<file path="config.mk">
export PLATFORM = sky130hd
export DESIGN_NAME = maximal_munch_token_lexer_unit
export DESIGN_NICKNAME = d
export VERILOG_FILES = /design/src/rtl/core/mmlex_pkg.sv /design/src/rtl/core/mmlex_front.sv /design/src/rtl/core/mmlex_back.sv /design/src/rtl/core/maximal_munch_token_lexer_unit.sv
export SDC_FILE = /design/constraint.sdc
export NUM_CORES = 1
export LEC_CHECK = 0
export BUFFER_PORTS_ARGS = -buffer_cell sky130_fd_sc_hd__buf_4
export CELL_PAD_IN_SITES_DETAIL_PLACEMENT = 0
export CELL_PAD_IN_SITES_GLOBAL_PLACEMENT = 1
export CORE_ASPECT_RATIO = 1.75
export CORE_MARGIN = 2
export CORE_UTILIZATION = 52
export DETAILED_ROUTE_END_ITERATION = 8
export GPL_TIMING_DRIVEN = 0
export PLACE_DENSITY_LB_ADDON = 0.1
export SLEW_MARGIN = 20
export SYNTH_ARGS = -nofsm -noshare
export SYNTH_HDL_FRONTEND = slang
export SYNTH_SLANG_ARGS = --single-unit
export TNS_END_PERCENT = 30
</file>
<file path="constraint.sdc">
create_clock -name clk -period 4.6 [get_ports clk]
set_input_delay 0.46 -clock clk [delete_from_list [all_inputs] [get_ports clk]]
set_output_delay 0.46 -clock clk [all_outputs]
set_load 0.05 [all_outputs]
</file>
<file path="src/rtl/core/mmlex_pkg.sv">
// Shared types, codes and DFA tables for the token lexer.
// No dependencies; used by the front, back and top level.
package mmlex_pkg;

  typedef logic [3:0] cls_t;
  typedef logic [2:0] kind_t;
  typedef logic [3:0] dstate_t;

  localparam cls_t CLS_DIGIT = 4'd0;
  localparam cls_t CLS_I     = 4'd1;
  localparam cls_t CLS_F     = 4'd2;
  localparam cls_t CLS_E     = 4'd3;
  localparam cls_t CLS_LOWER = 4'd4;
  localparam cls_t CLS_SPACE = 4'd5;
  localparam cls_t CLS_TAB   = 4'd6;
  localparam cls_t CLS_DOT   = 4'd7;
  localparam cls_t CLS_SIGN  = 4'd8;
  localparam cls_t CLS_SKIP  = 4'd9;
  localparam cls_t CLS_OTHER = 4'd10;

  localparam kind_t KIND_IDENT = 3'd0;
  localparam kind_t KIND_IF    = 3'd1;
  localparam kind_t KIND_INT   = 3'd2;
  localparam kind_t KIND_REAL  = 3'd3;
  localparam kind_t KIND_WS    = 3'd4;
  localparam kind_t KIND_ERROR = 3'd5;
  localparam kind_t KIND_NONE  = 3'd7;

  localparam dstate_t S_START   = 4'd0;
  localparam dstate_t S_I       = 4'd1;
  localparam dstate_t S_IF      = 4'd2;
  localparam dstate_t S_IDENT   = 4'd3;
  localparam dstate_t S_INT     = 4'd4;
  localparam dstate_t S_FRAC    = 4'd5;
  localparam dstate_t S_WS      = 4'd6;
  localparam dstate_t S_EXP     = 4'd7;
  localparam dstate_t S_EXPSIGN = 4'd8;
  localparam dstate_t S_EXPDIG  = 4'd9;
  localparam dstate_t S_NONE    = 4'd15;

  typedef struct packed {
    logic vld;
    cls_t cls;
  } fq_t;

  function automatic dstate_t next_state(input dstate_t s, input cls_t c);
    dstate_t ns;
    ns = S_NONE;
    case (s)
      S_START: begin
        if (c == CLS_DIGIT) ns = S_INT;
        else if (c == CLS_I) ns = S_I;
        else if (c inside {CLS_F, CLS_E, CLS_LOWER}) ns = S_IDENT;
        else if (c inside {CLS_SPACE, CLS_TAB}) ns = S_WS;
      end
      S_I: begin
        if (c == CLS_F) ns = S_IF;
        else if (c inside {CLS_DIGIT, CLS_I, CLS_E, CLS_LOWER}) ns = S_IDENT;
      end
      S_IF, S_IDENT: begin
        if (c inside {CLS_DIGIT, CLS_I, CLS_F, CLS_E, CLS_LOWER}) ns = S_IDENT;
      end
      S_INT: begin
        if (c == CLS_DIGIT) ns = S_INT;
        else if (c == CLS_DOT) ns = S_FRAC;
        else if (c == CLS_E) ns = S_EXP;
      end
      S_FRAC: begin
        if (c == CLS_DIGIT) ns = S_FRAC;
      end
      S_EXP: begin
        if (c inside {CLS_DIGIT, CLS_SIGN}) ns = S_EXPSIGN;
      end
      S_EXPSIGN, S_EXPDIG: begin
        if (c == CLS_DIGIT) ns = S_EXPDIG;
      end
      default: ns = S_NONE;
    endcase
    return ns;
  endfunction

  function automatic kind_t kind_of(input dstate_t s);
    kind_t k;
    case (s)
      S_I, S_IDENT:      k = KIND_IDENT;
      S_IF:              k = KIND_IF;
      S_INT:             k = KIND_INT;
      S_FRAC, S_EXPDIG:  k = KIND_REAL;
      S_WS:              k = KIND_WS;
      default:           k = KIND_NONE;
    endcase
    return k;
  endfunction

endpackage

</file>
<file path="src/rtl/core/mmlex_front.sv">
// Front end: accepts requests, classifies each byte and queues the class.
// Depends on mmlex_pkg.
module mmlex_front import mmlex_pkg::*; (
  input  logic       clk,
  input  logic       rst_n,
  input  logic       in_valid,
  output logic       in_stall,
  input  logic [7:0] in_byte_in,
  input  logic       in_end_of_input,
  output fq_t        fq,
  input  logic       fq_pop
);

  localparam logic [1:0] FQ_FULL = 2'd2;
  localparam logic [7:0] CH_0   = 8'h30;
  localparam logic [7:0] CH_9   = 8'h39;
  localparam logic [7:0] CH_A   = 8'h61;
  localparam logic [7:0] CH_Z   = 8'h7A;
  localparam logic [7:0] CH_I   = 8'h69;
  localparam logic [7:0] CH_F   = 8'h66;
  localparam logic [7:0] CH_E   = 8'h65;
  localparam logic [7:0] CH_SP  = 8'h20;
  localparam logic [7:0] CH_TAB = 8'h09;
  localparam logic [7:0] CH_DOT = 8'h2E;
  localparam logic [7:0] CH_PLS = 8'h2B;
  localparam logic [7:0] CH_MIN = 8'h2D;
  localparam logic [7:0] CH_NL  = 8'h0A;
  localparam logic [7:0] CH_NUL = 8'h00;

  cls_t       cls;
  cls_t       mem_r [2];
  logic       wp_r, wp_nxt;
  logic       rp_r, rp_nxt;
  logic [1:0] cnt_r, cnt_nxt;
  logic       push;

  always_comb begin
    if (in_end_of_input) cls = CLS_SKIP;
    else if (in_byte_in >= CH_0 && in_byte_in <= CH_9) cls = CLS_DIGIT;
    else if (in_byte_in == CH_I) cls = CLS_I;
    else if (in_byte_in == CH_F) cls = CLS_F;
    else if (in_byte_in == CH_E) cls = CLS_E;
    else if (in_byte_in >= CH_A && in_byte_in <= CH_Z) cls = CLS_LOWER;
    else if (in_byte_in == CH_SP) cls = CLS_SPACE;
    else if (in_byte_in == CH_TAB) cls = CLS_TAB;
    else if (in_byte_in == CH_DOT) cls = CLS_DOT;
    else if (in_byte_in == CH_PLS || in_byte_in == CH_MIN) cls = CLS_SIGN;
    else if (in_byte_in == CH_NL || in_byte_in == CH_NUL) cls = CLS_SKIP;
    else cls = CLS_OTHER;
  end

  assign in_stall = (cnt_r == FQ_FULL);
  assign push     = in_valid && !in_stall;
  assign fq.vld   = (cnt_r != 2'd0);
  assign fq.cls   = mem_r[rp_r];

  always_comb begin
    wp_nxt  = push ? ~wp_r : wp_r;
    rp_nxt  = fq_pop ? ~rp_r : rp_r;
    cnt_nxt = cnt_r;
    if (push && !fq_pop) cnt_nxt = cnt_r + 2'd1;
    else if (!push && fq_pop) cnt_nxt = cnt_r - 2'd1;
  end

  always_ff @(posedge clk) begin
    if (!rst_n) begin
      wp_r  <= 1'b0;
      rp_r  <= 1'b0;
      cnt_r <= 2'd0;
    end else begin
      wp_r  <= wp_nxt;
      rp_r  <= rp_nxt;
      cnt_r <= cnt_nxt;
    end
  end

  always_ff @(posedge clk) begin
    if (push) mem_r[wp_r] <= cls;
  end

endmodule

</file>
<file path="src/rtl/core/mmlex_back.sv">
// Back end: steps the longest-match DFA one class per cycle if not stalled,
// replays kept bytes on a failed match, drives the output reg. Uses mmlex_pkg.
module mmlex_back import mmlex_pkg::*; (
  input  logic       clk,
  input  logic       rst_n,
  input  fq_t        fq,
  output logic       fq_pop,
  output logic       out_valid,
  input  logic       out_stall,
  output logic [2:0] out_token_kind,
  output logic       out_last_in_run
);

  dstate_t    dfa_r, dfa_nxt;
  kind_t      acc_r, acc_nxt;
  cls_t       pend_r [2];
  cls_t       pend_nxt [2];
  logic [1:0] pcnt_r, pcnt_nxt;
  cls_t       wq_r [3];
  cls_t       wq_nxt [3];
  logic [1:0] wlen_r, wlen_nxt;
  logic       busy_r, busy_nxt;
  logic       hold_v_r, hold_v_nxt;
  kind_t      hold_kind_r, hold_kind_nxt;
  logic       out_valid_r, out_valid_nxt;
  kind_t      out_kind_r, out_kind_nxt;
  logic       out_last_r, out_last_nxt;

  cls_t       c;
  dstate_t    ns;
  kind_t      nk;
  logic       emit;
  kind_t      ekind;
  logic       go;
  logic       out_free;
  logic       push;
  kind_t      push_kind;
  logic       push_last;

  assign out_free = !out_valid_r || !out_stall;
  assign c        = wq_r[0];
  assign ns       = next_state(dfa_r, c);
  assign nk       = kind_of(ns);

  always_comb begin
    if (ns != S_NONE) begin
      emit  = 1'b0;
      ekind = acc_r;
    end else if (acc_r != KIND_NONE) begin
      emit  = 1'b1;
      ekind = acc_r;
    end else begin
      emit  = !(c == CLS_SKIP || c == CLS_SPACE);
      ekind = KIND_ERROR;
    end
    go = !(emit && hold_v_r) || out_free;
  end

  always_comb begin
    dfa_nxt       = dfa_r;
    acc_nxt       = acc_r;
    pend_nxt      = pend_r;
    pcnt_nxt      = pcnt_r;
    wq_nxt        = wq_r;
    wlen_nxt      = wlen_r;
    busy_nxt      = busy_r;
    hold_v_nxt    = hold_v_r;
    hold_kind_nxt = hold_kind_r;
    fq_pop        = 1'b0;
    push          = 1'b0;
    push_kind     = hold_kind_r;
    push_last     = 1'b0;

    if (!busy_r) begin
      if (fq.vld) begin
        fq_pop    = 1'b1;
        wq_nxt[0] = fq.cls;
        wlen_nxt  = 2'd1;
        busy_nxt  = 1'b1;
      end
    end else if (wlen_r == 2'd0) begin
      if (!hold_v_r) begin
        busy_nxt = 1'b0;
      end else if (out_free) begin
        push       = 1'b1;
        push_last  = 1'b1;
        hold_v_nxt = 1'b0;
        busy_nxt   = 1'b0;
      end
    end else if (go) begin
      if (emit) begin
        push          = hold_v_r;
        hold_v_nxt    = 1'b1;
        hold_kind_nxt = ekind;
      end
      if (ns != S_NONE) begin
        wq_nxt[0] = wq_r[1];
        wq_nxt[1] = wq_r[2];
        wlen_nxt  = wlen_r - 2'd1;
        dfa_nxt   = ns;
        if (nk != KIND_NONE) begin
          acc_nxt  = nk;
          pcnt_nxt = 2'd0;
        end else if (pcnt_r < 2'd2) begin
          pend_nxt[pcnt_r[0]] = c;
          pcnt_nxt            = pcnt_r + 2'd1;
        end
      end else if (acc_r != KIND_NONE) begin
        case (pcnt_r)
          2'd1: begin
            wq_nxt[0] = pend_r[0];
            wq_nxt[1] = wq_r[0];
            wq_nxt[2] = wq_r[1];
          end
          2'd2: begin
            wq_nxt[0] = pend_r[0];
            wq_nxt[1] = pend_r[1];
            wq_nxt[2] = wq_r[0];
          end
          default: begin
          end
        endcase
        wlen_nxt = wlen_r + pcnt_r;
        dfa_nxt  = S_START;
        acc_nxt  = KIND_NONE;
        pcnt_nxt = 2'd0;
      end else begin
        wq_nxt[0] = wq_r[1];
        wq_nxt[1] = wq_r[2];
        wlen_nxt  = wlen_r - 2'd1;
        dfa_nxt   = S_START;
        pcnt_nxt  = 2'd0;
      end
    end
  end

  always_comb begin
    out_kind_nxt = out_kind_r;
    out_last_nxt = out_last_r;
    if (push) begin
      out_valid_nxt = 1'b1;
      out_kind_nxt  = push_kind;
      out_last_nxt  = push_last;
    end else if (!out_stall) begin
      out_valid_nxt = 1'b0;
    end else begin
      out_valid_nxt = out_valid_r;
    end
  end

  always_ff @(posedge clk) begin
    if (!rst_n) begin
      dfa_r       <= S_START;
      acc_r       <= KIND_NONE;
      pcnt_r      <= 2'd0;
      wlen_r      <= 2'd0;
      busy_r      <= 1'b0;
      hold_v_r    <= 1'b0;
      out_valid_r <= 1'b0;
    end else begin
      dfa_r       <= dfa_nxt;
      acc_r       <= acc_nxt;
      pcnt_r      <= pcnt_nxt;
      wlen_r      <= wlen_nxt;
      busy_r      <= busy_nxt;
      hold_v_r    <= hold_v_nxt;
      out_valid_r <= out_valid_nxt;
    end
  end

  always_ff @(posedge clk) begin
    pend_r      <= pend_nxt;
    wq_r        <= wq_nxt;
    hold_kind_r <= hold_kind_nxt;
    out_kind_r  <= out_kind_nxt;
    out_last_r  <= out_last_nxt;
  end

  assign out_valid       = out_valid_r;
  assign out_token_kind  = out_kind_r;
  assign out_last_in_run = out_last_r;

endmodule

</file>
<file path="src/rtl/core/maximal_munch_token_lexer_unit.sv">
// Top level of the longest-match token lexer.
// Instantiates mmlex_front and mmlex_back; uses mmlex_pkg.
//
// Usage: each input request carries one byte, or an end-of-input marker
// (in_end_of_input high, byte ignored). Each output request carries one
// token kind; out_last_in_run marks the final token caused by an input
// request. Many input requests cause no token, since a token is reported
// only when the following byte ends it or end of input flushes it.
// Both channels use valid and stall; a request moves when valid is high
// and stall is low.
// Flow: the front queues up to two classified bytes. The back takes one
// queued byte, steps the DFA on it and on any kept bytes that a failed match
// replays, then closes the byte, and takes no new byte before it is done.
// A token that a byte ends waits in a hold register and moves to the output
// register when another token is emitted or when that byte is closed.
// When the receiver stalls, the output register holds its token and the
// back waits only when it must hand over a second token; the front keeps
// accepting until its queue is full. Synchronous reset clears the queue,
// the DFA state and the output valid; end of input returns the DFA to its
// start state.
module maximal_munch_token_lexer_unit import mmlex_pkg::*; (
  input  logic       clk,
  input  logic       rst_n,
  input  logic       in_valid,
  output logic       in_stall,
  input  logic [7:0] in_byte_in,
  input  logic       in_end_of_input,
  output logic       out_valid,
  input  logic       out_stall,
  output logic [2:0] out_token_kind,
  output logic       out_last_in_run
);

  fq_t  fq;
  logic fq_pop;

  mmlex_front u_front (
    .clk             (clk),
    .rst_n           (rst_n),
    .in_valid        (in_valid),
    .in_stall        (in_stall),
    .in_byte_in      (in_byte_in),
    .in_end_of_input (in_end_of_input),
    .fq              (fq),
    .fq_pop          (fq_pop)
  );

  mmlex_back u_back (
    .clk             (clk),
    .rst_n           (rst_n),
    .fq              (fq),
    .fq_pop          (fq_pop),
    .out_valid       (out_valid),
    .out_stall       (out_stall),
    .out_token_kind  (out_token_kind),
    .out_last_in_run (out_last_in_run)
  );

endmodule

</file>
[Yosys cells after proc, flatten, opt, wreduce, memory -nomap -nowiden]
Memory sizes are Yosys's and may differ from the RTL's. A register that Yosys moved wholly into a read port is not among the register bits.
Index checks and enable logic that the tools add are counted.
Storage, ports and cells
  flip-flop bits (word level): 45
  RAM bits: 8
  input bits: 13
  output and inout bits: 6
  memories kept: 1
Cells by class
  add/subtract/negate cells: 5
  $lt $le $gt $ge: 7
  equal/unequal tests: 46
  muxes and demuxes: 78
  bitwise logic cells: 6
  reductions and logical operators: 50
Memories
  u_front.mem_r: depth 2, bits a word 4, read ports 1, clocked after memory_dff 1, write ports 1, line mmlex_front.sv:31  | cls_t mem_r [2];
Operators by type and width (number)
  $mux W4: 27
  $eq A4 B3 Y1 const B: 10
  $eq A8 B6 Y1 const B: 4
  $pmux W4 S7: 1
  $eq A4 B2 Y1 const B: 6
  $eq A8 B7 Y1 const B: 3
  $mux W12: 2
  $mux W2: 12
  $pmux W12 S2: 1
  $mux W1: 23
  $mux W3: 7
  $eq A4 B4 Y1 const B: 5
  $reduce_bool A2 Y1: 9
  $eq A8 B4 Y1 const B: 2
  $mux W8: 2
  $reduce_and A4 Y1: 4
  $pmux W3 S5: 1
  $eq A4 B1 Y1 const B: 3
  $reduce_and A6 Y1: 2
  $ne A3 B3 Y1 const B: 3
  $reduce_and A3 Y1: 3
  $bwmux W8: 1
  $ge A8 B6 Y1 const B: 1
  $ge A8 B7 Y1 const B: 1
  other kinds (30): 59

[Logic depth before layout (Yosys ltp)]
  word-level depth: 16
  depth in mapped cells: 9

[Modules after synthesis]
A second synthesis with hierarchy kept.
Unflattened totals
  cell total of the unflattened synthesis: 307
  area, all modules: 3094.2 µm²
Modules (own cells, without submodules)
  mmlex_back: instances 1, cells each 216, area an instance 2202.1 µm²
  mmlex_front: instances 1, cells each 91, area an instance 892.1 µm²

[Least setup slack after synthesis]
Ideal clock, no wire load.
  kind: register to register
  start: reg u_back.wq_r (netlist bit u_back.c[1])
  end: reg u_back.pend_r[0] (netlist bit) (enable)
  arrival: 2.345 ns
  slack: 1.878 ns
  cell stages (with the launch flop): 8
  buffers on the path: 1
  cell sequence: edfxtp_1 -> nor4_2 -> nor3_1 -> nor3_2 -> o21ai_4 -> a21o_2 -> buf_4 -> nor4_1
Between the ends
  cells in the longest elaborated chain, start to end: 13
Ends and longest elaborated chain
  from (decl): line mmlex_back.sv:19  | cls_t wq_r [3];
  from (signal assigned): line mmlex_back.sv:173  | wq_r <= wq_nxt;
  $eq A4 B3 Y1 (on tied branches): line mmlex_pkg.sv:54, mmlex_back.sv:53
  $reduce_bool A2 Y1: line mmlex_pkg.sv:54  | else if (c inside {CLS_SPACE, CLS_TAB}) ns = S_WS;
  $mux W4: line mmlex_pkg.sv:54
  $mux W4: line mmlex_pkg.sv:53  | else if (c inside {CLS_F, CLS_E, CLS_LOWER}) ns = S_IDENT;
  $mux W4: line mmlex_pkg.sv:52  | else if (c == CLS_I) ns = S_I;
  $mux W4: line mmlex_pkg.sv:51  | if (c == CLS_DIGIT) ns = S_INT;
  $pmux W4 S7: line mmlex_pkg.sv:49  | case (s)
  $eq A4 B3 Y1, or another cell as far along: line mmlex_pkg.sv:84  | case (s)
  $reduce_or A2 Y1 / $mux W1 (equally long branches): line mmlex_pkg.sv:84, mmlex_back.sv:46
  $pmux W3 S5 / $logic_and A1 B1 Y1 (equally long branches): line mmlex_pkg.sv:84, mmlex_back.sv:56
  $ne A3 B3 Y1 / $logic_not A1 Y1 (equally long branches): line mmlex_back.sv:101, mmlex_back.sv:56
  $not A1 Y1 (no source line) / $logic_or A1 B1 Y1 (equally long branches)
  $reduce_and A6 Y1 (no source line) *
  to (signal assigned): line mmlex_back.sv:172  | pend_r <= pend_nxt;
  to (decl): line mmlex_back.sv:16  | cls_t pend_r [2];
Mark *: on every way between the ends. The rest lies on a longest branch, timed or not.
A chain may end at the register's enable or synchronous reset.

[Worst setup path after layout]
Ends and elaborated chain as after synthesis.

==> metrics.log <==
[metrics] wire length per cell after detailed routing: 16.01 um
[metrics] part of the power in registers: 0.361
[metrics] class of the tightest hold or removal check: flop to flop
[metrics] reported max-cap violation count: 0
[metrics] first-pass GRT wire length: 11220 um
[metrics] height of the die: 108.1 um
[metrics] area share of and/or/nand/nor cells after synthesis: 0.2120
[metrics] Post-CTS Resized: 0
[metrics] count of pins over their slew limit: 0
[metrics] instance count along the most critical hold path: 0
[metrics] initial core utilization: 0.5294
[metrics] layout cell share with drive strength beyond 1: 0.1559
[metrics] count of yosys warnings during synthesis: 0
[metrics] number of fill cells: 587
[metrics] worst slew slack as a fraction of its limit: 0.3352
[metrics] clock tree from TritonCTS: built
[metrics] synthesized netlist net count: 335
[metrics] Cell Int Power: 1.149 mW
[metrics] vias in the first global route: 2345
[metrics] leading register cell type out of synthesis: sky130_fd_sc_hd__edfxtp_1
[metrics] unrepaired setup endpoints after global routing: no
[metrics] Peak VDD IR: 0.0003810 V
[metrics] Total Negative Setup Slacks: 0 ps
[metrics] share of the yosys chip area belonging to registers: 0.4443
[metrics] Final setup violation count: 0
[metrics] via count of the routed design: 2437
[metrics] maximum number of pins on one net before global-route repair: 19
[metrics] final design area excluding fillers: 3545 um^2
[metrics] Overall Global Routing Usage: 0.2095
[metrics] total power per unit cell area: 544.9 nW/um^2
[metrics] TritonCTS Buffers: 5
[metrics] post-detailed-placement cell area: 3427 um^2
[metrics] final standard cell count with taps included and fillers excluded: 420
[metrics] number of violations reported at the end of detailed-routing iteration 0: 146
[metrics] final worst path period share: 0.7436
[metrics] required time of the critical path: 4550 ps
[metrics] average vias per placed instance: 5.802
[metrics] Power, Total: 1.931 mW
[metrics] minimum clock period: 3421 ps
[metrics] root buffer cell: sky130_fd_sc_hd__clkbuf_8
[metrics] overflow left after global routing: 0
[metrics] post-synthesis compound-gate area fraction: 0.1806
[metrics] average cell area after synthesis: 10.13 um^2
[metrics] Worst EP arrival: 3370 ps
[metrics] endpoint type of the worst setup path: flop
[metrics] count of placed standard cells including taps: 412
[metrics] WL final: 6726 um
[metrics] net switching power: 0.7824 mW
[metrics] dominant combinational cell family by area after synthesis: simple AND/OR/NAND/NOR gates
[metrics] Crit Path Class: flop to flop
[metrics] diode insertion count for antenna repair: 0
[metrics] Post-DRT Antenna Nets: 0
[metrics] maximum clock insertion buffer count: 2
[metrics] CTS H-tree lvls: 2
[metrics] post-route DRC violation count: 0
[metrics] Adder-Cell Fraction of Synth Area: 0.01553
[metrics] Chip Width: 63.50 um
[metrics] Least-Margin Pin Slew: 988.1 ps
[metrics] placeable core region: 6086 um^2
[metrics] Post-synth EDFFs: 35
[metrics] part of the total power dissipated in combinational logic: 0.469
[metrics] leak pwr: 1.221 nW
[metrics] status: finished, final reports clean
[metrics] Detail Placement HPWL: 5131 um
[metrics] mux share of post-synthesis cell area: 0.06757
[metrics] Post-CTS Setup Bufs: 0
[metrics] clock-pin slew on the worst setup and hold paths: 100 ps
[metrics] 1st-pass router iterations: 4
[metrics] critical-path maximum fanout: 10
[metrics] num ports: 19
[metrics] routability congestion estimate from global placement: 0.9011
[metrics] count of mapped cells out of synthesis: 318
[metrics] Row Count: 38
[metrics] synthesis-to-finish area growth: 10.02%
[metrics] Die Outline Area: 6866 um^2
[metrics] Synth Cell Area: 3222 um^2
[metrics] XOR/XNOR share of the synthesized area: 0.03262
[metrics] post-synthesis register bit count: 54
[metrics] switching portion of total power: 0.4051
[metrics] maximum frequency from static timing analysis: 0.2924 GHz
[metrics] Clock Sinks: 54
[metrics] fraction of power consumed by the clock network: 0.170
[metrics] Worst setup SP type: flop
[metrics] Fin Hold WS: 430.5 ps
[metrics] number of buffer cells added on primary ports: 14
[metrics] worst-case reg-to-reg path depth: 7
[metrics] hold-fix buffers at CTS: 0
[metrics] Max Clock Skew: 10.49 ps
[metrics] number of nets in the layout: 356
[metrics] number of antenna violations at the first check in global routing: 0
[metrics] final hold violations: 0
[metrics] share of flip-flops with an asynchronous set or reset: 0
[metrics] library cells used by synthesis: 67
[metrics] clock latency reported for the late side of the worst-skew pair: 310 ps
==> worst max-delay path, cell delays in order, from the launching register on <==
cell and delay (ps):
sky130_fd_sc_hd__edfxtp_1 520, sky130_fd_sc_hd__nor4_2 550, sky130_fd_sc_hd__nor3_1 160, sky130_fd_sc_hd__nor3_2 370, sky130_fd_sc_hd__o21ai_4 170, sky130_fd_sc_hd__a21o_2 280
sky130_fd_sc_hd__buf_4 180, sky130_fd_sc_hd__nor4_1 810
==> Yosys cell counts, types with 4 or more instances <==
cell type / n / share of area
sky130_fd_sc_hd__a31oi_1: 5 / 0.0097
sky130_fd_sc_hd__and2_1: 9 / 0.017
sky130_fd_sc_hd__ha_1: 4 / 0.016
sky130_fd_sc_hd__xor2_1: 6 / 0.016
sky130_fd_sc_hd__and3_1: 4 / 0.0078
sky130_fd_sc_hd__mux2i_1: 15 / 0.047
sky130_fd_sc_hd__nor3_1: 8 / 0.012
sky130_fd_sc_hd__edfxtp_1: 35 / 0.33
sky130_fd_sc_hd__nand3_1: 9 / 0.014
sky130_fd_sc_hd__nand2_1: 20 / 0.023
sky130_fd_sc_hd__clkbuf_1: 12 / 0.014
sky130_fd_sc_hd__o22ai_1: 6 / 0.012
sky130_fd_sc_hd__nor2b_1: 4 / 0.0078
sky130_fd_sc_hd__or3_1: 4 / 0.0078
sky130_fd_sc_hd__o21ai_0: 8 / 0.012
sky130_fd_sc_hd__nand2b_1: 6 / 0.012
sky130_fd_sc_hd__nor2_1: 21 / 0.024
sky130_fd_sc_hd__xnor2_1: 6 / 0.016
sky130_fd_sc_hd__mux2_2: 4 / 0.014
sky130_fd_sc_hd__inv_1: 12 / 0.014
sky130_fd_sc_hd__dfxtp_1: 19 / 0.12
sky130_fd_sc_hd__buf_2: 5 / 0.0078
sky130_fd_sc_hd__a21boi_0: 8 / 0.019
sky130_fd_sc_hd__o21a_1: 4 / 0.0093
sky130_fd_sc_hd__nor4_1: 7 / 0.014
sky130_fd_sc_hd__a21oi_1: 12 / 0.019
==> cell families after synthesis <==
family,Yosys count
mux,20
simple gates,117
buf+inv,34
xor+xnor,12
compound gates,77
flops,54
fa+ha+maj,4
==> cells in the final DEF, fill, tap and decap left out, types with 5 or more instances in the layout <==
master	netlist	routed
sky130_fd_sc_hd__nor2_1	21	21
sky130_fd_sc_hd__mux2i_1	15	15
sky130_fd_sc_hd__buf_4	3	17
sky130_fd_sc_hd__a21boi_0	8	8
sky130_fd_sc_hd__clkbuf_1	12	12
sky130_fd_sc_hd__xor2_1	6	6
sky130_fd_sc_hd__o22ai_1	6	6
sky130_fd_sc_hd__clkbuf_8	0	5
sky130_fd_sc_hd__edfxtp_1	35	35
sky130_fd_sc_hd__nor4_1	7	7
sky130_fd_sc_hd__xnor2_1	6	6
sky130_fd_sc_hd__nand3_1	9	9
sky130_fd_sc_hd__buf_2	5	5
sky130_fd_sc_hd__a21oi_1	12	12
sky130_fd_sc_hd__nand2b_1	6	6
sky130_fd_sc_hd__and2_1	9	9
sky130_fd_sc_hd__o21ai_0	8	8
sky130_fd_sc_hd__nor3_1	8	8
sky130_fd_sc_hd__a31oi_1	5	5
sky130_fd_sc_hd__nand2_1	20	20
sky130_fd_sc_hd__inv_1	12	12
sky130_fd_sc_hd__dfxtp_1	19	19
==> sequential cells by signal (all words and copies together) (netlist names), 3 cells and up, named ones only <==
name,count
u_back.dfa_r,4
u_back.hold_kind_r,3
u_back.wq_r,8
u_front.mem_r,8
u_back.c,4
u_back.pend_r,8
u_back.acc_r,3
u_back.out_token_kind,3
==> per-stage QoR <==
stage,utilization,setup slack [ps]
final,0.5824,1179
after global placement,0.5631,1228
after floorplan,-,1878
after global routing,0.5824,995.9
after detailed placement,0.5631,1221
after CTS,0.5824,1202
==> final timing paths <==
check | from | endpoint | slack [ps]
max | u_back.c[1]$_DFFE_PP_ | u_back.pend_r[0]$_DFFE_PP_ | 1180
min | u_back.hold_kind_r[0]$_DFFE_PP_ | u_back.out_token_kind[0]$_DFFE_PP_ | 430
max reg2reg | u_back.c[1]$_DFFE_PP_ | u_back.pend_r[0]$_DFFE_PP_ | 1180
min reg2reg | u_back.hold_kind_r[0]$_DFFE_PP_ | u_back.out_token_kind[0]$_DFFE_PP_ | 430
==> cell type report <==
class	instances	area [um^2]	area share
Multi-Input combinational cell	230	1638	0.4621
Sequential cell	54	1431	0.4038
Buffer	22	107.6	0.03036
Timing Repair Buffer	14	105.1	0.02965
Tap cell	80	100.1	0.02824
Clock buffer	5	68.82	0.01941
Clock inverter	3	48.80	0.01377
Inverter	12	45.04	0.01271
==> routing by layer <==
layer,track usage,routed length (um)
met1,0.2335,2797
met2,0.3880,3578
met3,0.02601,131
met4,0.1009,218
met5,0,0
==> power by group through the flow <==
stage / combinational, mW / clock, mW / sequential, mW
2_1_floorplan: 0.720 / 0 / 0.685
6_report: 0.906 / 0.329 / 0.696
4_1_cts: 0.910 / 0.339 / 0.694
5_1_grt: 1.01 / 0.351 / 0.705
3_5_place_dp: 0.907 / 0 / 0.706
3_3_place_gp: 0.900 / 0 / 0.703
Power figures use the tool's default switching activity.
